==> src/sv/ccdg_pkg.sv <==
package ccdg_pkg;

	// effective frame size saturates here
	localparam int MAX_DIM = 4096;
	localparam int DIM_W = 14;

	localparam int TRIG_FRACTION_BITS = 24;
	localparam int TRIG_MAX_BITS = 32;

	// cos table covers 0 to 90 degrees
	localparam int COS_TAB_LEN = 91;
	localparam int ANG_W = 7;
	localparam int RADIUS_W = 15;
	localparam int LIMIT_W = 14;
	localparam int COORD_W = 12;

	localparam logic [ANG_W-1:0] ANG_FIRST = 7'd1;
	localparam logic [ANG_W-1:0] ANG_LAST = 7'd89;
	localparam logic [ANG_W-1:0] ANG_WRAP = 7'd90;
	localparam logic [2:0] LVL_MIN = 3'd1;
	localparam logic [2:0] LVL_MAX = 3'd4;
	localparam logic [2:0] LVL_BASE = 3'd6;

	localparam int CFG_ADDR_W = 3;
	localparam int CFG_DATA_W = 14;

	typedef enum logic [CFG_ADDR_W-1:0] {
		REG_ORIGIN_X     = 3'd0,
		REG_ORIGIN_Y     = 3'd1,
		REG_FRAME_WIDTH  = 3'd2,
		REG_FRAME_HEIGHT = 3'd3,
		REG_HL_DIAMETER  = 3'd4,
		REG_RING_INT     = 3'd5,
		REG_DOT_LEVEL    = 3'd6
	} cfg_reg_t;

	// absolute value of a 16-bit signed distance
	function automatic logic [15:0] abs16(logic signed [15:0] v);
		abs16 = v[15] ? 16'(-v) : 16'(v);
	endfunction

	// cos(a degrees) with fbits fraction bits, from a Q62 taylor series,
	// rounded to nearest; only evaluated on constants at elaboration
	function automatic logic [TRIG_MAX_BITS:0] cos_calc(int a, int fbits);
		logic [63:0] rpd;
		logic [63:0] x;
		logic [63:0] x2;
		logic [63:0] term;
		logic [63:0] sum;
		logic [63:0] q;
		logic [127:0] p;
		logic [63:0] rnd;
		int k;
		rpd = 64'hC90FDAA22168C235 / 64'd180;
		x = rpd * 64'(a);
		p = {64'd0, x} * {64'd0, x};
		x2 = p[125:62];
		term = 64'd1 << 62;
		sum = term;
		for (k = 1; k <= 13; k++) begin
			p = {64'd0, term} * {64'd0, x2};
			q = p[125:62];
			term = q / 64'((2 * k - 1) * (2 * k));
			if (k % 2 == 1) begin
				sum = sum - term;
			end else begin
				sum = sum + term;
			end
		end
		rnd = 64'd1 << (61 - fbits);
		q = (sum + rnd) >> (62 - fbits);
		cos_calc = q[TRIG_MAX_BITS:0];
	endfunction

endpackage

==> src/sv/concentric_circle_dot_generator_core.sv <==
// pipeline: an accepted request passes three register stages (table read, multiply,
// output register) to the outputs; the sequencer steps once per request
// throughput: one request per cycle unless m_tready stalls the output; the cos
// table read and the two radius multipliers are each one pipeline stage
// reset: arst_n clears the sequencer to the finished state and empties the
// pipeline; registers return to their defaults, no clearing pass is needed
module concentric_circle_dot_generator_core
	import ccdg_pkg::*;
#(
	parameter int TRIG_FRAC = TRIG_FRACTION_BITS
) (
	input  logic                  clk,
	input  logic                  arst_n,
	input  logic                  cfg_we,
	input  logic [CFG_ADDR_W-1:0] cfg_addr,
	input  logic [CFG_DATA_W-1:0] cfg_wdata,
	input  logic                  s_tvalid,
	output logic                  s_tready,
	input  logic [7:0]            s_tdata,   // [0] restart, [7:1] zero
	output logic                  m_tvalid,
	input  logic                  m_tready,
	output logic [23:0]           m_tdata,   // [11:0] dot_x, [23:12] dot_y
	output logic [1:0]            m_tuser,   // [0] dot_valid, [1] on_highlight_ring
	output logic                  m_tlast    // pattern_done
);

	localparam int CW = TRIG_FRAC + 1;
	localparam int PW = RADIUS_W + CW;

	// configuration registers
	logic signed [13:0] origin_x_q, origin_y_q;
	logic [12:0] frame_w_q, frame_h_q;
	logic [13:0] hl_diam_q;
	logic [11:0] ring_int_q;
	logic [2:0] dot_lvl_q;

	always_ff @(posedge clk or negedge arst_n) begin
		if (!arst_n) begin
			origin_x_q <= 14'sd960;
			origin_y_q <= 14'sd540;
			frame_w_q <= 13'd1920;
			frame_h_q <= 13'd1080;
			hl_diam_q <= 14'd2160;
			ring_int_q <= 12'd50;
			dot_lvl_q <= 3'd2;
		end else if (cfg_we) begin
			case (cfg_reg_t'(cfg_addr))
				REG_ORIGIN_X: origin_x_q <= $signed(cfg_wdata[13:0]);
				REG_ORIGIN_Y: origin_y_q <= $signed(cfg_wdata[13:0]);
				REG_FRAME_WIDTH: frame_w_q <= cfg_wdata[12:0];
				REG_FRAME_HEIGHT: frame_h_q <= cfg_wdata[12:0];
				REG_HL_DIAMETER: hl_diam_q <= cfg_wdata[13:0];
				REG_RING_INT: ring_int_q <= cfg_wdata[11:0];
				REG_DOT_LEVEL: dot_lvl_q <= cfg_wdata[2:0];
				default: ;
			endcase
		end
	end

	logic [DIM_W-1:0] eff_w, eff_h;
	assign eff_w = ({1'b0, frame_w_q} > DIM_W'(MAX_DIM)) ? DIM_W'(MAX_DIM) : {1'b0, frame_w_q};
	assign eff_h = ({1'b0, frame_h_q} > DIM_W'(MAX_DIM)) ? DIM_W'(MAX_DIM) : {1'b0, frame_h_q};

	// constant cos table
	logic [CW-1:0] cos_tab [0:COS_TAB_LEN-1];
	for (genvar i = 0; i < COS_TAB_LEN; i++) begin : g_cos
		localparam logic [TRIG_MAX_BITS:0] CV = cos_calc(i, TRIG_FRAC);
		assign cos_tab[i] = CV[CW-1:0];
	end

	// pipeline flow control, each stage moves when the next has room
	logic v_s1, v_s2;
	logic adv1, adv2, adv3;
	assign adv3 = !m_tvalid || m_tready;
	assign adv2 = !v_s2 || adv3;
	assign adv1 = !v_s1 || adv2;
	assign s_tready = adv1;

	logic accept;
	assign accept = s_tvalid && s_tready;

	// sequencer state
	logic [RADIUS_W-1:0] ring_radius_q;
	logic [LIMIT_W-1:0] ring_limit_q;
	logic [ANG_W-1:0] angle_q;
	logic [1:0] quad_q;
	logic finished_q;

	logic restart;
	assign restart = s_tdata[0];

	// ring limit: farthest frame edge from the origin
	logic [15:0] d_y0, d_y1, d_x0, d_x1, m_a, m_b, m_lim;
	assign d_y0 = abs16(16'(origin_y_q) - $signed({2'b00, eff_h}));
	assign d_y1 = abs16(16'(origin_y_q));
	assign d_x0 = abs16(16'(origin_x_q) - $signed({2'b00, eff_w}));
	assign d_x1 = abs16(16'(origin_x_q));
	assign m_a = (d_y1 > d_y0) ? d_y1 : d_y0;
	assign m_b = (d_x1 > d_x0) ? d_x1 : d_x0;
	assign m_lim = (m_b > m_a) ? m_b : m_a;

	logic [RADIUS_W-1:0] rr_cur, r_cur, rr_nx;
	logic [LIMIT_W-1:0] lim_cur;
	logic [ANG_W-1:0] ang_cur, a_cl, a_sum, ang_nx;
	logic [1:0] q_cur;
	logic fin_cur;
	logic [2:0] lvl, inc;
	logic [11:0] step;
	logic [RADIUS_W:0] rr_sum;
	logic wrap, last;

	always_comb begin
		rr_cur = restart ? '0 : ring_radius_q;
		ang_cur = restart ? ANG_FIRST : angle_q;
		q_cur = restart ? 2'd0 : quad_q;
		fin_cur = restart ? 1'b0 : finished_q;
		lim_cur = restart ? m_lim[LIMIT_W-1:0] : ring_limit_q;
		a_cl = (ang_cur < ANG_FIRST || ang_cur > ANG_LAST) ? ANG_FIRST : ang_cur;
		lvl = (dot_lvl_q < LVL_MIN) ? LVL_MIN : ((dot_lvl_q > LVL_MAX) ? LVL_MAX : dot_lvl_q);
		step = (ring_int_q == '0) ? 12'd1 : ring_int_q;
		inc = (rr_cur == '0) ? 3'd1 : LVL_BASE - lvl;
		r_cur = (rr_cur == '0) ? {2'b00, hl_diam_q[13:1]} : rr_cur;
		a_sum = a_cl + {4'd0, inc};
		rr_sum = {1'b0, rr_cur} + {4'd0, step};
		wrap = (q_cur == 2'd3) && (a_sum >= ANG_WRAP);
		ang_nx = (q_cur == 2'd3) ? (wrap ? ANG_FIRST : a_sum) : a_cl;
		rr_nx = wrap ? rr_sum[RADIUS_W-1:0] : rr_cur;
		last = wrap && (rr_nx > {1'b0, lim_cur});
	end

	always_ff @(posedge clk or negedge arst_n) begin
		if (!arst_n) begin
			ring_radius_q <= '0;
			ring_limit_q <= '0;
			angle_q <= ANG_FIRST;
			quad_q <= 2'd0;
			finished_q <= 1'b1;
		end else if (accept) begin
			if (restart) begin
				ring_limit_q <= m_lim[LIMIT_W-1:0];
			end
			if (!fin_cur) begin
				ring_radius_q <= rr_nx;
				angle_q <= ang_nx;
				quad_q <= q_cur + 2'd1;
				finished_q <= last;
			end
		end
	end

	// stage 1: table read
	logic idle_s1, hl_s1, last_s1;
	logic [1:0] q_s1;
	logic [RADIUS_W-1:0] r_s1;
	logic [CW-1:0] cos_a_s1, cos_b_s1;

	always_ff @(posedge clk or negedge arst_n) begin
		if (!arst_n) begin
			v_s1 <= 1'b0;
		end else if (adv1) begin
			v_s1 <= accept;
		end
	end

	always_ff @(posedge clk) begin
		if (adv1 && accept) begin
			idle_s1 <= fin_cur;
			hl_s1 <= (rr_cur == '0);
			last_s1 <= last;
			q_s1 <= q_cur;
			r_s1 <= r_cur;
			cos_a_s1 <= cos_tab[a_cl];
			cos_b_s1 <= cos_tab[ANG_WRAP - a_cl];
		end
	end

	// stage 2: radius times cos and sin
	logic [PW-1:0] prod_x, prod_y;
	assign prod_x = {{CW{1'b0}}, r_s1} * {{RADIUS_W{1'b0}}, cos_a_s1};
	assign prod_y = {{CW{1'b0}}, r_s1} * {{RADIUS_W{1'b0}}, cos_b_s1};

	logic idle_s2, hl_s2, last_s2;
	logic [1:0] q_s2;
	logic [RADIUS_W-1:0] dx_s2, dy_s2;

	always_ff @(posedge clk or negedge arst_n) begin
		if (!arst_n) begin
			v_s2 <= 1'b0;
		end else if (adv2) begin
			v_s2 <= v_s1;
		end
	end

	always_ff @(posedge clk) begin
		if (adv2 && v_s1) begin
			idle_s2 <= idle_s1;
			hl_s2 <= hl_s1;
			last_s2 <= last_s1;
			q_s2 <= q_s1;
			dx_s2 <= prod_x[TRIG_FRAC +: RADIUS_W];
			dy_s2 <= prod_y[TRIG_FRAC +: RADIUS_W];
		end
	end

	// stage 3: place in quadrant, clip, output register
	logic signed [16:0] w_pos, h_pos;
	logic in_frame;

	always_comb begin
		w_pos = q_s2[0] ? 17'(origin_x_q) + $signed({2'b00, dx_s2})
		                : 17'(origin_x_q) - $signed({2'b00, dx_s2});
		h_pos = q_s2[1] ? 17'(origin_y_q) + $signed({2'b00, dy_s2})
		                : 17'(origin_y_q) - $signed({2'b00, dy_s2});
		in_frame = !idle_s2 && !w_pos[16] && !h_pos[16]
			&& (w_pos < $signed({3'b000, eff_w})) && (h_pos < $signed({3'b000, eff_h}));
	end

	logic m_tvalid_q;
	logic [23:0] m_tdata_q;
	logic [1:0] m_tuser_q;
	logic m_tlast_q;

	always_ff @(posedge clk or negedge arst_n) begin
		if (!arst_n) begin
			m_tvalid_q <= 1'b0;
		end else if (adv3) begin
			m_tvalid_q <= v_s2;
		end
	end

	always_ff @(posedge clk) begin
		if (adv3 && v_s2) begin
			m_tdata_q <= in_frame ? {h_pos[COORD_W-1:0], w_pos[COORD_W-1:0]} : '0;
			m_tuser_q <= {hl_s2 && !idle_s2, in_frame};
			m_tlast_q <= idle_s2 || last_s2;
		end
	end

	assign m_tvalid = m_tvalid_q;
	assign m_tdata = m_tdata_q;
	assign m_tuser = m_tuser_q;
	assign m_tlast = m_tlast_q;

endmodule

==> config.mk <==
export PLATFORM = sky130hd
export DESIGN_NAME = concentric_circle_dot_generator_core
export DESIGN_NICKNAME = d
export VERILOG_FILES = /design/src/sv/ccdg_pkg.sv /design/src/sv/concentric_circle_dot_generator_core.sv
export SDC_FILE = /design/constraint.sdc
export NUM_CORES = 2
export LEC_CHECK = 0
export ABC_AREA = 1
export ABC_CLOCK_PERIOD_IN_PS = 10100
export BUFFER_PORTS_ARGS = -buffer_cell sky130_fd_sc_hd__buf_2
export CORE_ASPECT_RATIO = 1.2
export CORE_UTILIZATION = 35
export CTS_CLUSTER_SIZE = 30
export DETAILED_ROUTE_END_ITERATION = 7
export SLEW_MARGIN = 10
export SYNTH_ARGS = -nofsm -noshare
export SYNTH_HDL_FRONTEND = slang
export SYNTH_SLANG_ARGS = --single-unit
==> constraint.sdc <==
create_clock -name clk -period 10.1 [get_ports clk]
set_input_delay 2.02 -clock clk [delete_from_list [all_inputs] [get_ports clk]]
set_output_delay 2.02 -clock clk [all_outputs]
set_load 0.01 [all_outputs]
==> results.cfg <==
[synth]
syn-mean-instance-area_um2 = 7.63
synth_cell_types = 73
syn_inst = 5823
netlist_area_um2 = 44400
synth-seq-area-share_pct = 16.0
ys_seq_elements = 256
synth_async_sr_flop_share_pct = 48.4
yosysWarnings = 0
ys_dominant_reg_cell = edfxtp_1
synth_enable_flop_cells = 132

[run_status]
result_of_the_run = completed

[critical_path]
cp-startpoint = frame_w_q[4]
slowest_stage_cell_cp = or4_1
worstRegToRegCells = 41
regToRegEndpoint = last_s1
path_common_cell = nand2_1
critPathCaptureType = flop
critical_path.reg2reg.startpoint = frame_w_q[4]
ff2ff_setup_slack_ns = 1.46
critical_path_required_ns = 10.49
cp_slowest_stage_delay_ns = 0.52
critical_path.max_fanout = 24
setup.worst_path.class = reg2reg
crit_path_start_kind = flop
worst_ep_arrival_time_ns = 9.03

[sta]
setup_violations = 0
timing.final.max_slew_violations = 0
layout_worst_path_cycle_share_pct = 85.5
fmax_ghz = 0.116
tns_ns = 0
timing.final.hold_violations = 0
clock-skew-final_ns = 0.0491
slew-limit-headroom_pct = 14.9
rsz_0062_raised_after_global_routing = no
timing.final.crit_period_ns = 8.64
worstMarginPinSlew_ns = 1.28

[global_routing]
grt_antenna_before_repair = 4
globalRouteOverflowTotal = 0
largest_net_degree_at_the_start_of_global_routing = 75
gr-usage-all-layers_pct = 23.5
grt_pass1_wl_mm = 233
vias_in_the_first_global_route = 39600

[clocking]
h_tree_lvl_count = 1
insertion_delay_ns = 0.63
hold_buffers = 0
clock_sink_count = 256
cts_buffer_depth = 3
number_of_buffers_created_by_cts = 30
postCtsSetupRepairBufs = 0
clock_tree_from_tritoncts = yes
post_cts_resized = 0
worst_setup_hold_path_clk_slew_ns = 0.07
cts-root-buf = clkbuf_16

[final_layout]
num_antenna_cells = 0
finalNetCount = 6755
final_common_cell = nand2_1
area.growth.synth_to_final_pct = 6.77
design_area_um2 = 47400
layout.cells.most_common_list = nand2_1 (1467), inv_1 (1175), fa_1 (599), ha_1 (396), o21ai_0 (329)
finalNonFillerCells = 7409
final_core_utilization_pct = 37.8
layout_cells_sized_above_1_pct = 5.15

[hold_path]
timing.hold.worst.start = hl_s1
destination_of_the_worst_hold_path = hl_s2
timing.hold.worst.class = reg2reg
min_delay_path_depth = 0

[route]
drc = 0
detail_route.vias_per_cell = 5.20
drtAntennaViolNets = 0
routed_wire_length_per_instance_um = 20.1
first_pass_iters = 8
drt-initial-drc-count = 2863
route.final.wire_length_mm = 149
dr_total_vias = 38500

[die]
row_count = 142
floorplan.die.height_um = 392
initial_core_util_pct = 35.4
full_die_area_um2 = 128000
top_level_ports = 59
die-width_um = 327
core-area_um2 = 125000

[place]
placed_cells_incl_taps = 7353
gp_congestion = 1.00
portBuffers = 51
place_hpwl_mm = 113
post_dp_cell_area_um2 = 46400

[run]
max-cap-violations = 0
[how the worst max path moves through the flow]
| stage | endpoint | slack (ns) | cells after the start |
|---|---|---|---|
| 3_5_place_dp | last_s1 | 1.54 | 41 |
| 2_1_floorplan | last_s1 | 2.74 | 54 |
| 5_1_grt | last_s1 | 0.60 | 41 |
| 6_report | last_s1 | 1.46 | 41 |
| 4_1_cts | last_s1 | 1.50 | 41 |
| 3_3_place_gp | last_s1 | 1.58 | 41 |
[metal layers]
metal	wire length [um]	global-route usage (%)	up-vias
met5	0	0	-
met4	10300	13.8	0
met3	7900	2.00	367
met2	71900	40.6	1328
met1	58600	28.7	18900
li1	-	-	17900
[cells by family (layout without fill, tap and decap cells)]
kind of cell,after synthesis,count (layout),synth area share [%]
other cells,2,8,0.0169
mux,4,4,0.0901
simple gates,2129,2129,19.5
xor+xnor,158,158,3.12
flops,256,256,16.0
buf+inv,1451,1375,12.3
compound gates,827,827,10.8
fa+ha+maj,996,996,38.2
[through the flow]
stage               hold slack (ns)  worst slack (ns)
finish                        0.396              1.46
global route                  0.393             0.598
CTS                           0.383              1.50
detailed placement            0.406              1.54
global placement              0.402              1.58
floorplan                     0.400              2.74
[Yosys cell counts (all sizes together) (6+ instances only)]
cell type  number  area (um2)
o22ai          14        87.6
nand4          39         244
nor4           16         100
dfrtp          98        2450
nand3b          6        57.6
o221ai         16         140
nor2          339        1310
a32oi           6        52.6
inv          1187        4460
a22oi          10        80.1
o311ai         18         158
a31oi          33         206
a211oi         14         105
ha            397        4970
dfstp          26         683
xnor2          44         385
clkbuf        233         875
or2            10        62.6
nand2        1503        5740
a41oi           6        52.6
o21ai         355        1780
nand3         159         851
fa            599       12000
o21a            6        45.0
o31ai          15         113
o21bai         16         120
o211ai         39         293
nor3           48         245
clkinv          7        26.3
a21oi         245        1240
edfxtp        132        3960
xor2          114         998
buf            24         110
[worst max-delay path, delay by kind of cell, from the launching register on]
family | cells | cell delay, ns
and+or+nand+nor | 18 | 2.62
buffers and inverters | 5 | 1.15
DFF | 1 | 0.40
adders and majority gates | 4 | 1.31
AOI/OAI and AO/OA | 13 | 2.56
xor gates and xnor gates | 1 | 0.31
[layout make-up]
type                            count  area (um2)
Tap cell                         1656        2070
Fill cell                       13200       78000
Clock inverter                     17         186
Multi-Input combinational cell   4122       31900
Inverter                         1194        4480
Sequential cell                   256        7100
Clock buffer                       39         825
Timing Repair Buffer              125         851
[registers in the layout, indices dropped and copies added, names as in the netlist, 3 cells and up]
register	count
hl_diam_q	13
m_tdata	24
origin_x_q	14
cos_b_s1	25
r_s1	15
origin_y_q	14
ring_limit_q	14
dx_s2	15
angle_q	7
ring_int_q	12
frame_h_q	13
dy_s2	15
cos_a_s1	25
ring_radius_q	15
frame_w_q	13
dot_lvl_q	3
Power is not shown: default switching activity piles up to over one toggle a cycle in this logic, so the estimate is an artifact.
